**src/design/pkmeter_pkg.sv**
```systemverilog
// Package for the peak meter with decaying hold: item and result types, register
// indexes, reset values and fixed-point constants of the decay evaluation.
// Depends on nothing; imported by pkmeter_decay and the core.
`default_nettype none

package pkmeter_pkg;

  localparam int SAMPLE_BITS = 24;
  localparam int LEVEL_W     = 24;
  localparam int CH_FIELD_W  = 3;
  localparam int CFG_IDX_W   = 2;
  localparam int CFG_DATA_W  = 32;

  localparam logic [LEVEL_W-1:0] AGE_MAX  = 24'hFFFFFF;
  localparam logic [16:0]        Q16_ONE  = 17'h10000;
  localparam logic [21:0]        T_CLAMP  = 22'(41 << 16);

  localparam logic [31:0]        TICK_RESET  = 32'd89478;
  localparam logic [15:0]        GAIN_RESET  = 16'd13107;
  localparam logic [LEVEL_W-1:0] FLOOR_RESET = 24'd839;

  localparam logic MODE_SAMPLE = 1'b0;
  localparam logic MODE_CLEAR  = 1'b1;

  typedef enum logic [CFG_IDX_W-1:0] {
    REG_TICK_SECONDS     = 2'd0,
    REG_DECAY_GAIN       = 2'd1,
    REG_HOLD_FLOOR       = 2'd2,
    REG_CLEAR_EACH_BLOCK = 2'd3
  } pkmeter_reg_t;

  typedef struct packed {
    logic                          mode;
    logic [CH_FIELD_W-1:0]         channel;
    logic signed [SAMPLE_BITS-1:0] sample;
    logic                          block_end;
  } pkmeter_item_t;

  typedef struct packed {
    logic [CH_FIELD_W-1:0] out_channel;
    logic [LEVEL_W-1:0]    block_peak;
    logic [LEVEL_W-1:0]    hold_raw;
    logic [LEVEL_W-1:0]    hold_level;
  } pkmeter_result_t;

  typedef struct packed {
    logic               start;
    logic [LEVEL_W-1:0] held;
    logic [LEVEL_W-1:0] age;
  } pkmeter_dec_req_t;

  typedef struct packed {
    logic               busy;
    logic               done;
    logic [LEVEL_W-1:0] level;
  } pkmeter_dec_rsp_t;

endpackage

`default_nettype wire

```
**src/design/pkmeter_decay.sv**
```systemverilog
// Decayed hold evaluation: held * (1 - gain * t^3), floored, on one shared multiplier.
// Five multiply steps per request. Depends on pkmeter_pkg.
`default_nettype none

module pkmeter_decay (
  input  logic                                 clk,
  input  logic                                 rst,
  input  logic [31:0]                          tick_seconds,
  input  logic [15:0]                          decay_gain,
  input  logic [pkmeter_pkg::LEVEL_W-1:0]      hold_floor,
  input  pkmeter_pkg::pkmeter_dec_req_t        req,
  output pkmeter_pkg::pkmeter_dec_rsp_t        rsp
);
  import pkmeter_pkg::*;

  typedef enum logic [2:0] {D_IDLE, D_P, D_T2, D_T3, D_TERM, D_DEC} dstate_t;

  dstate_t            state;
  logic [LEVEL_W-1:0] held;
  logic [LEVEL_W-1:0] age;
  logic [21:0]        t;
  logic [32:0]        w;
  logic               done;
  logic [LEVEL_W-1:0] level;

  logic [32:0]        mul_a;
  logic [31:0]        mul_b;
  logic [64:0]        prod;
  logic [48:0]        p_shift;
  logic [LEVEL_W-1:0] dec_val;

  // operand select for the shared multiplier
  always_comb begin
    unique case (state)
      D_P: begin
        mul_a = 33'(age);
        mul_b = tick_seconds;
      end
      D_T2: begin
        mul_a = 33'(t);
        mul_b = 32'(t);
      end
      D_T3: begin
        mul_a = w;
        mul_b = 32'(t);
      end
      D_TERM: begin
        mul_a = w;
        mul_b = 32'(decay_gain);
      end
      D_DEC: begin
        mul_a = 33'(held);
        mul_b = 32'(Q16_ONE - w[16:0]);
      end
      default: begin
        mul_a = '0;
        mul_b = '0;
      end
    endcase
  end

  assign prod    = 65'(mul_a) * 65'(mul_b);
  assign p_shift = prod[64:16];
  // a term of one or more wipes the hold out
  assign dec_val = (w >= 33'(Q16_ONE)) ? '0 : prod[39:16];

  always_ff @(posedge clk) begin
    if (rst) begin
      state <= D_IDLE;
      done  <= 1'b0;
    end else begin
      done <= 1'b0;
      unique case (state)
        D_IDLE: begin
          if (req.start) begin
            held  <= req.held;
            age   <= req.age;
            state <= D_P;
          end
        end
        D_P: begin
          t     <= (p_shift > 49'(T_CLAMP)) ? T_CLAMP : p_shift[21:0];
          state <= D_T2;
        end
        D_T2: begin
          w     <= p_shift[32:0];
          state <= D_T3;
        end
        D_T3: begin
          w     <= p_shift[32:0];
          state <= D_TERM;
        end
        D_TERM: begin
          w     <= p_shift[32:0];
          state <= D_DEC;
        end
        D_DEC: begin
          level <= (dec_val < hold_floor) ? hold_floor : dec_val;
          done  <= 1'b1;
          state <= D_IDLE;
        end
        default: state <= D_IDLE;
      endcase
    end
  end

  assign rsp.busy  = (state != D_IDLE);
  assign rsp.done  = done;
  assign rsp.level = level;

endmodule

`default_nettype wire

```
**src/design/block_peak_meter_with_decaying_hold_core.sv**
```systemverilog
// Peak meter with decaying hold: per-channel state in one synchronous memory,
// read-modify-write sequencer and the decay unit. Depends on pkmeter_pkg, pkmeter_decay.
//
//   channel   handshake              payload
//   -------   --------------------   ------------------------------------------
//   smp       smp_valid/smp_ready    pkmeter_item_t: mode, channel, sample, end
//   res       res_valid/res_ready    pkmeter_result_t: channel, peak, raw, level
//   cfg       cfg_valid/cfg_ready    cfg_index, cfg_data (always ready)
//
// A sample that does not close a block is a memory read, then a write back.
// A sample that closes a block runs the read, two decay evaluations (5 multiply steps each)
// on the single shared multiplier, and the result load, which waits until the output
// register is free.
// A clear item is a read and a write back; an item beyond CHANNELS is dropped.
// Reset clears one valid bit per channel at once, so no clearing pass is run.
// A result waiting in the output register stalls only a later block end, at its load.
`default_nettype none

module block_peak_meter_with_decaying_hold_core #(
  parameter int CHANNELS  = 8,
  parameter int MAX_BLOCK = 65536
) (
  input  logic                                  clk,
  input  logic                                  rst,
  input  logic                                  smp_valid,
  output logic                                  smp_ready,
  input  pkmeter_pkg::pkmeter_item_t            smp,
  output logic                                  res_valid,
  input  logic                                  res_ready,
  output pkmeter_pkg::pkmeter_result_t          res,
  input  logic                                  cfg_valid,
  output logic                                  cfg_ready,
  input  logic [pkmeter_pkg::CFG_IDX_W-1:0]     cfg_index,
  input  logic [pkmeter_pkg::CFG_DATA_W-1:0]    cfg_data
);
  import pkmeter_pkg::*;

  localparam int CH_W  = (CHANNELS > 1) ? $clog2(CHANNELS) : 1;
  localparam int CNT_W = $clog2(MAX_BLOCK + 1);

  // one memory word per channel
  typedef struct packed {
    logic [LEVEL_W-1:0] bmax;
    logic [CNT_W-1:0]   cnt;
    logic [LEVEL_W-1:0] held;
    logic [LEVEL_W-1:0] age;
  } chan_word_t;

  typedef enum logic [2:0] {S_IDLE, S_READ, S_DECAY_OLD, S_DECAY_NEW, S_EMIT} state_t;

  // configuration registers
  logic [31:0]        tick_seconds;
  logic [15:0]        decay_gain;
  logic [LEVEL_W-1:0] hold_floor;
  logic               clear_each_block;

  // channel memory and its valid bits
  chan_word_t         mem [CHANNELS];
  logic [CHANNELS-1:0] vld;
  chan_word_t         rd_data;
  logic               rd_vld;

  // sequencer registers
  state_t                state;
  logic                  cur_mode;
  logic                  cur_end;
  logic [CH_W-1:0]       cur_ch;
  logic [CH_FIELD_W-1:0] cur_out_ch;
  logic [LEVEL_W-1:0]    cur_mag;
  logic [LEVEL_W-1:0]    peak;
  logic [CNT_W-1:0]      cnt;
  logic [LEVEL_W-1:0]    held;
  logic [LEVEL_W-1:0]    age;
  logic [LEVEL_W-1:0]    level;

  // combinational
  logic                        smp_acc;
  logic                        ch_ok;
  logic [CH_W-1:0]             in_idx;
  logic [SAMPLE_BITS:0]        mag_full;
  logic [SAMPLE_BITS+24:0]     mag_scaled;
  logic [LEVEL_W-1:0]          in_mag;
  chan_word_t                  word;
  logic [LEVEL_W-1:0]          new_max;
  logic [CNT_W-1:0]            new_cnt;
  logic [LEVEL_W:0]            age_sum;
  logic [LEVEL_W-1:0]          age_grown;
  logic                        take_peak;
  logic                        closing;
  logic                        mem_we;
  chan_word_t                  mem_wdata;
  logic                        res_load;
  pkmeter_dec_req_t            dec_req;
  pkmeter_dec_rsp_t            dec_rsp;

  // ---------------------------------------------------------------------------
  // Configuration: always ready; writes must arrive only while the block is idle, not enforced here.
  // ---------------------------------------------------------------------------
  assign cfg_ready = 1'b1;

  always_ff @(posedge clk) begin
    if (rst) begin
      tick_seconds     <= TICK_RESET;
      decay_gain       <= GAIN_RESET;
      hold_floor       <= FLOOR_RESET;
      clear_each_block <= 1'b0;
    end else if (cfg_valid && cfg_ready) begin
      unique case (cfg_index)
        REG_TICK_SECONDS:     tick_seconds     <= cfg_data;
        REG_DECAY_GAIN:       decay_gain       <= cfg_data[15:0];
        REG_HOLD_FLOOR:       hold_floor       <= cfg_data[LEVEL_W-1:0];
        REG_CLEAR_EACH_BLOCK: clear_each_block <= cfg_data[0];
      endcase
    end
  end

  // ---------------------------------------------------------------------------
  // Input side: take an item only with the sequencer idle. The previous write
  // back lands on the edge that returns to idle, so the read at accept always
  // sees it and no forwarding path is needed.
  // ---------------------------------------------------------------------------
  assign smp_ready = (state == S_IDLE);
  assign smp_acc   = smp_valid && smp_ready;
  assign ch_ok     = (32'(smp.channel) < 32'(CHANNELS));
  assign in_idx    = CH_W'(smp.channel);

  // Magnitude in unsigned Q1.23; the most negative sample keeps its full 2^23 magnitude.
  assign mag_full   = smp.sample[SAMPLE_BITS-1]
                      ? ({1'b0, ~smp.sample} + (SAMPLE_BITS+1)'(1))
                      : {1'b0, smp.sample};
  assign mag_scaled = {mag_full, 24'b0} >> SAMPLE_BITS;
  assign in_mag     = mag_scaled[LEVEL_W-1:0];

  // ---------------------------------------------------------------------------
  // Channel memory: one write port at the current channel, one registered read
  // port addressed straight from the incoming item.
  // ---------------------------------------------------------------------------
  always_ff @(posedge clk) begin
    if (mem_we) begin
      mem[cur_ch] <= mem_wdata;
    end
    rd_data <= mem[in_idx];
    rd_vld  <= vld[in_idx];
  end

  // a channel never written reads as all zero
  always_ff @(posedge clk) begin
    if (rst) begin
      vld <= '0;
    end else if (mem_we) begin
      vld[cur_ch] <= 1'b1;
    end
  end

  assign word = rd_vld ? rd_data : '0;

  // ---------------------------------------------------------------------------
  // Modify: running maximum, saturating count, age growth and hold choice.
  // ---------------------------------------------------------------------------
  assign new_max   = (cur_mag > word.bmax) ? cur_mag : word.bmax;
  assign new_cnt   = (word.cnt < CNT_W'(MAX_BLOCK)) ? word.cnt + CNT_W'(1) : word.cnt;
  assign age_sum   = {1'b0, age} + (LEVEL_W+1)'(cnt);
  assign age_grown = age_sum[LEVEL_W] ? AGE_MAX : age_sum[LEVEL_W-1:0];
  assign take_peak = (peak > dec_rsp.level);
  assign closing   = (cur_mode == MODE_SAMPLE) && cur_end;
  assign res_load  = (state == S_EMIT) && (!res_valid || res_ready);

  // Decay requests: first the old hold, then the hold after the update.
  always_comb begin
    dec_req = '0;
    unique case (state)
      S_READ: begin
        dec_req.start = closing;
        dec_req.held  = clear_each_block ? '0 : word.held;
        dec_req.age   = clear_each_block ? '0 : word.age;
      end
      S_DECAY_OLD: begin
        dec_req.start = dec_rsp.done;
        dec_req.held  = take_peak ? peak : held;
        dec_req.age   = take_peak ? '0 : age_grown;
      end
      default: dec_req = '0;
    endcase
  end

  // Write back: a clear zeroes the word, an open block stores the new max and
  // count, a closed block restarts its max and count and keeps the new hold.
  always_comb begin
    mem_we    = 1'b0;
    mem_wdata = '0;
    unique case (state)
      S_READ: begin
        mem_we = !closing;
        if (cur_mode == MODE_SAMPLE) begin
          mem_wdata = '{bmax: new_max, cnt: new_cnt, held: word.held, age: word.age};
        end
      end
      S_EMIT: begin
        mem_we    = res_load;
        mem_wdata = '{bmax: '0, cnt: '0, held: held, age: age};
      end
      default: mem_we = 1'b0;
    endcase
  end

  pkmeter_decay u_decay (
    .clk          (clk),
    .rst          (rst),
    .tick_seconds (tick_seconds),
    .decay_gain   (decay_gain),
    .hold_floor   (hold_floor),
    .req          (dec_req),
    .rsp          (dec_rsp)
  );

  // ---------------------------------------------------------------------------
  // Sequencer and output register.
  // ---------------------------------------------------------------------------
  always_ff @(posedge clk) begin
    if (rst) begin
      state     <= S_IDLE;
      res_valid <= 1'b0;
    end else begin
      if (res_load) begin
        res_valid <= 1'b1;
      end else if (res_ready) begin
        res_valid <= 1'b0;
      end

      unique case (state)
        S_IDLE: begin
          if (smp_acc) begin
            cur_mode   <= smp.mode;
            cur_end    <= smp.block_end;
            cur_ch     <= in_idx;
            cur_out_ch <= smp.channel;
            cur_mag    <= in_mag;
            // drop items for channels that do not exist
            if (ch_ok) begin
              state <= S_READ;
            end
          end
        end
        S_READ: begin
          if (closing) begin
            peak  <= new_max;
            cnt   <= new_cnt;
            held  <= dec_req.held;
            age   <= dec_req.age;
            state <= S_DECAY_OLD;
          end else begin
            state <= S_IDLE;
          end
        end
        S_DECAY_OLD: begin
          if (dec_rsp.done) begin
            held  <= dec_req.held;
            age   <= dec_req.age;
            state <= S_DECAY_NEW;
          end
        end
        S_DECAY_NEW: begin
          if (dec_rsp.done) begin
            level <= dec_rsp.level;
            state <= S_EMIT;
          end
        end
        S_EMIT: begin
          // hold here until the output register is free
          if (res_load) begin
            res   <= '{out_channel: cur_out_ch, block_peak: peak,
                       hold_raw: held, hold_level: level};
            state <= S_IDLE;
          end
        end
        default: state <= S_IDLE;
      endcase
    end
  end

  // ---------------------------------------------------------------------------
  // Assertions
  // ---------------------------------------------------------------------------
  a_ready_unit_free: assert property (@(posedge clk) disable iff (rst)
    smp_ready |-> !dec_rsp.busy)
    else $error("item taken while decay unit still busy");

  a_start_not_lost: assert property (@(posedge clk) disable iff (rst)
    dec_req.start |-> !dec_rsp.busy)
    else $error("decay request issued to a busy unit");

  a_decay_on_close: assert property (@(posedge clk) disable iff (rst)
    (state == S_DECAY_OLD) |-> closing)
    else $error("decay sequence entered without a closed block");

  a_emit_order: assert property (@(posedge clk) disable iff (rst)
    (state == S_EMIT) |-> ($past(state) == S_DECAY_NEW || $past(state) == S_EMIT))
    else $error("result stage reached without the second decay");

endmodule

`default_nettype wire

```
**config.mk**
```make
export PLATFORM = sky130hd
export DESIGN_NAME = block_peak_meter_with_decaying_hold_core
export DESIGN_NICKNAME = d
export VERILOG_FILES = /design/src/design/pkmeter_pkg.sv /design/src/design/pkmeter_decay.sv /design/src/design/block_peak_meter_with_decaying_hold_core.sv
export SDC_FILE = /design/constraint.sdc
export NUM_CORES = 2
export LEC_CHECK = 0
export ABC_AREA = 1
export BUFFER_PORTS_ARGS = -buffer_cell sky130_fd_sc_hd__buf_2
export CELL_PAD_IN_SITES_DETAIL_PLACEMENT = 1
export CELL_PAD_IN_SITES_GLOBAL_PLACEMENT = 2
export CORE_AREA = 5 5 434 436
export CTS_CLUSTER_SIZE = 10
export DETAILED_ROUTE_END_ITERATION = 8
export DIE_AREA = 0 0 439 441
export GPL_TIMING_DRIVEN = 0
export PLACE_DENSITY_LB_ADDON = 0.1
export SLEW_MARGIN = 20
export SYNTH_ARGS = -nofsm -noshare
export SYNTH_HDL_FRONTEND = slang
export SYNTH_SLANG_ARGS = --single-unit
```
**constraint.sdc**
```tcl
create_clock -name clk -period 15.7 [get_ports clk]
set_clock_uncertainty 0.1 [all_clocks]
set_input_delay 3.14 -clock clk [delete_from_list [all_inputs] [get_ports clk]]
set_output_delay 3.14 -clock clk [all_outputs]
set_load 0.02 [all_outputs]
```
==> flow_summary.yaml <==
detailed_routing:
  drt_iter0_drc: 4697
  drtPass1Iterations: 5
  wl_mm: 333.1
  post_drt_wl_per_cell_um: 28.66
  met3_length_mm: 17.27
  routed.top_layer: "met5"
  antenna_left: 0
  wl_met1_mm: 121.8
  met2_length_mm: 163.9
  vias: 64670
  drcViolationCount: 0
  viasPerCell: 5.563
floorplan:
  core_um2: 184200
  rows: 158
  start_util_pct: 45.72
  die_y_um: 441
  ios: 146
  fp.dieW_um: 439
  die-area_um2: 193600
clock_network:
  clk_pin_slew_ps: 60
  clk_latency_ps: 780
  post_cts_buffers: 0
  cts_tree: "yes"
  ctsHoldBuffers: 0
  cts_buffers: 143
  clockRootBuffer: "clkbuf_16"
  clockBufferDepth: 3
  cts-htree-levels: 4
  clock-sinks: 1235
  cts_resized: 0
setup_path:
  cpMaxStageDelayCell: "clkinv_1"
  r2r_slack_ps: 1250
  timing.rr.start: "u_decay.state[1]$_SDFFE_PP0P_"
  worstPathRequired_ps: 16120
  worst_ep_arrival_time_ps: 14860
  start_kind: "register"
  max_stage_delay_ps: 770
  reg2regPathDepth: 45
  r2r_end: "u_decay.level[10]$_DFFE_PP_"
  worstPathMaxFanout: 10
  path_class: "register to register"
  critPathCaptureType: "register"
synth:
  synth.avg_cell_area_um2: 9.818
  synthTopCellsByArea: "edfxtp_1 38%, fa_1 22%, nor2_1 6.8%"
  postSynth.asyncResetShare_pct: 0
  yosys.area.top_type_share_pct: 37.64
  yosysWarnings: 0
  netlist_area_um2: 84240
  ys_seq_area_share_pct: 41.90
  synth-seq-cells: 1235
  synth_edf_count: 1056
  synth_most_common_cell: "nor2_1"
  ys.flop_type: "edfxtp_1"
  synth_cells: 8580
  yosysTopAreaCell: "edfxtp_1"
  yosysUniqueCellTypes: 60
  synth_common_cells: "1,522 x nor2_1, 1,439 x inv_1, 1,168 x nand2_1"
power_and_ir_drop:
  vdd_drop_max_mv: 0.1424
  power_density_nw_per_um2: 118.1
  p_leak_nw: 39.77
sta:
  max_freq_mhz: 69.22
  max-slew-margin-rel_pct: 13.73
  min_period_over_period_pct: 92.02
  rsz0062_at_grt: "no"
  finalHoldViolCount: 0
  finalSetupViolCount: 0
  slew_viol_final: 0
  tightestPinTransition_ps: 1294
  min_period_ps: 14450
  fin_tns_setup_ps: 0
finish:
  drive_gt1_share_pct: 5.768
  syn_to_final_growth_pct: 12.03
  nets: 10372
  fin_util_pct: 51.22
  num-fill-cells: 20683
grt:
  grt_pass1_wl_mm: 481.1
  grt_overflow: 0
  grt_antenna_before_repair: 7
  gr-usage-all-layers_pct: 34.56
  first_global_vias: 69994
  grt_max_degree: 27
run:
  max_cap_viol_count: 0
worst_hold_path:
  hold-path-endpoint: "res[20]$_DFFE_PP_"
  hp-class: "register to register"
  holdPathStages: 0
  min-delay-start: "level[20]$_DFFE_PP_"
placed_design:
  place_hpwl_mm: 267.3
  portBuffers: 143
  finalWeightedCongestion: 1.010
run_status:
  outcome: "finished, final reports clean"
[state kept, by name, summed over array words and instances (netlist names), 17 cells and up]
name           count
mem              712
rd_data           89
res               75
u_decay.w         33
tick_seconds      32
age               24
cur_mag           24
held              24
hold_floor        24
level             24
peak              24
u_decay.age       24
u_decay.held      24
u_decay.level     24
u_decay.t         22
cnt               17
[final cells by class]
class / instances / area, um2 / area share (%)
multi-input combinational: 5588 / 42590 / 45.13
inverter: 1470 / 5518 / 5.847
antenna: 7 / 17.52 / 0.01856
clock inverter: 17 / 317.8 / 0.3368
buffer: 376 / 1488 / 1.576
timing repair buffer: 212 / 2031 / 2.152
clock buffer: 239 / 4011 / 4.251
sequential: 1235 / 35290 / 37.40
tap: 2480 / 3103 / 3.288
[routing by layer]
layer  up-vias  GRT usage, %
met5         -             0
met4         2         24.55
met3       857         4.327
met2      2282         59.62
met1     33402         39.97
li1      28127             -
[worst max-delay path: cells and delay by family, from the launching register on]
kind | cells | cell delay [ps]
AO/OA/AOI/OAI | 7 | 2120
adder cells (fa/ha/maj) | 10 | 4720
XOR/XNOR | 1 | 600
AND/OR/NAND/NOR | 12 | 2380
flip-flops | 1 | 390
buffers and inverters | 15 | 3830
[power breakdown]
| part | total, W | internal, W | switching (W) |
|---|---|---|---|
| Clock | 0.00314 | 0.00179 | 0.00135 |
| Sequential | 0.00374 | 0.00368 | 0.0000547 |
| Combinational | 0.00426 | 0.00119 | 0.00308 |
[layout by cell type (no fill, tap or decap), drive strengths merged, types with 8 or more instances in the layout]
cell,instances
clkinv,23
nor4,17
a211oi,10
ha,352
nand4,19
a221oi,17
xor2,53
and3,8
o21a,24
buf,259
o22ai,125
a22oi,11
nand3b,13
a21o,10
inv,1462
nand3,125
nand2,1196
conb,91
fa,926
nor2,1543
o21ai,633
xnor2,18
a31oi,96
clkbuf,568
a22o,9
o211ai,13
or2,8
nor3,42
dfxtp,179
a21oi,206
edfxtp,1056
[stage by stage]
stage	instances	worst slack, ps	hold slack [ps]	power [W]	area (um2)
finish	11624	1253	314.7	0.01114	94370
global route	11619	1049	322.2	0.01168	94360
CTS	11616	1449	314.2	0.01101	94340
detailed placement	11360	1583	305.2	0.007859	90010
global placement	11292	194.0	305.1	0.007772	88390
floorplan	8669	5903	300.3	0.006125	84570
[cell families (layout without fill, tap and decap cells)]
group | Yosys count | in the layout | share of synthesized area [%]
and+or+nand+nor | 2977 | 2977 | 14.10
buffers and inverters | 1846 | 2314 | 8.284
adders and majority gates | 1278 | 1278 | 27.24
DFF | 1235 | 1235 | 41.90
AOI/OAI and AO/OA | 1171 | 1171 | 7.697
xor gates and xnor gates | 71 | 71 | 0.7739
other | 2 | 98 | 0.008915
[how the worst max path moves through the flow]
stage	start	end	slack [ps]	depth (start not counted)
2_1_floorplan	u_decay.w[1]$_DFFE_PP_	u_decay.level[10]$_DFFE_PP_	5900	53
5_1_grt	u_decay.state[1]$_SDFFE_PP0P_	u_decay.level[15]$_DFFE_PP_	1050	45
3_5_place_dp	u_decay.state[1]$_SDFFE_PP0P_	u_decay.level[9]$_DFFE_PP_	1580	45
4_1_cts	u_decay.state[1]$_SDFFE_PP0P_	u_decay.level[10]$_DFFE_PP_	1450	45
3_3_place_gp	u_decay.state[2]$_SDFFE_PP0P_	u_decay.level[10]$_DFFE_PP_	190	44
6_report	u_decay.state[1]$_SDFFE_PP0P_	u_decay.level[10]$_DFFE_PP_	1250	45
Power figures use the tool's default switching activity.
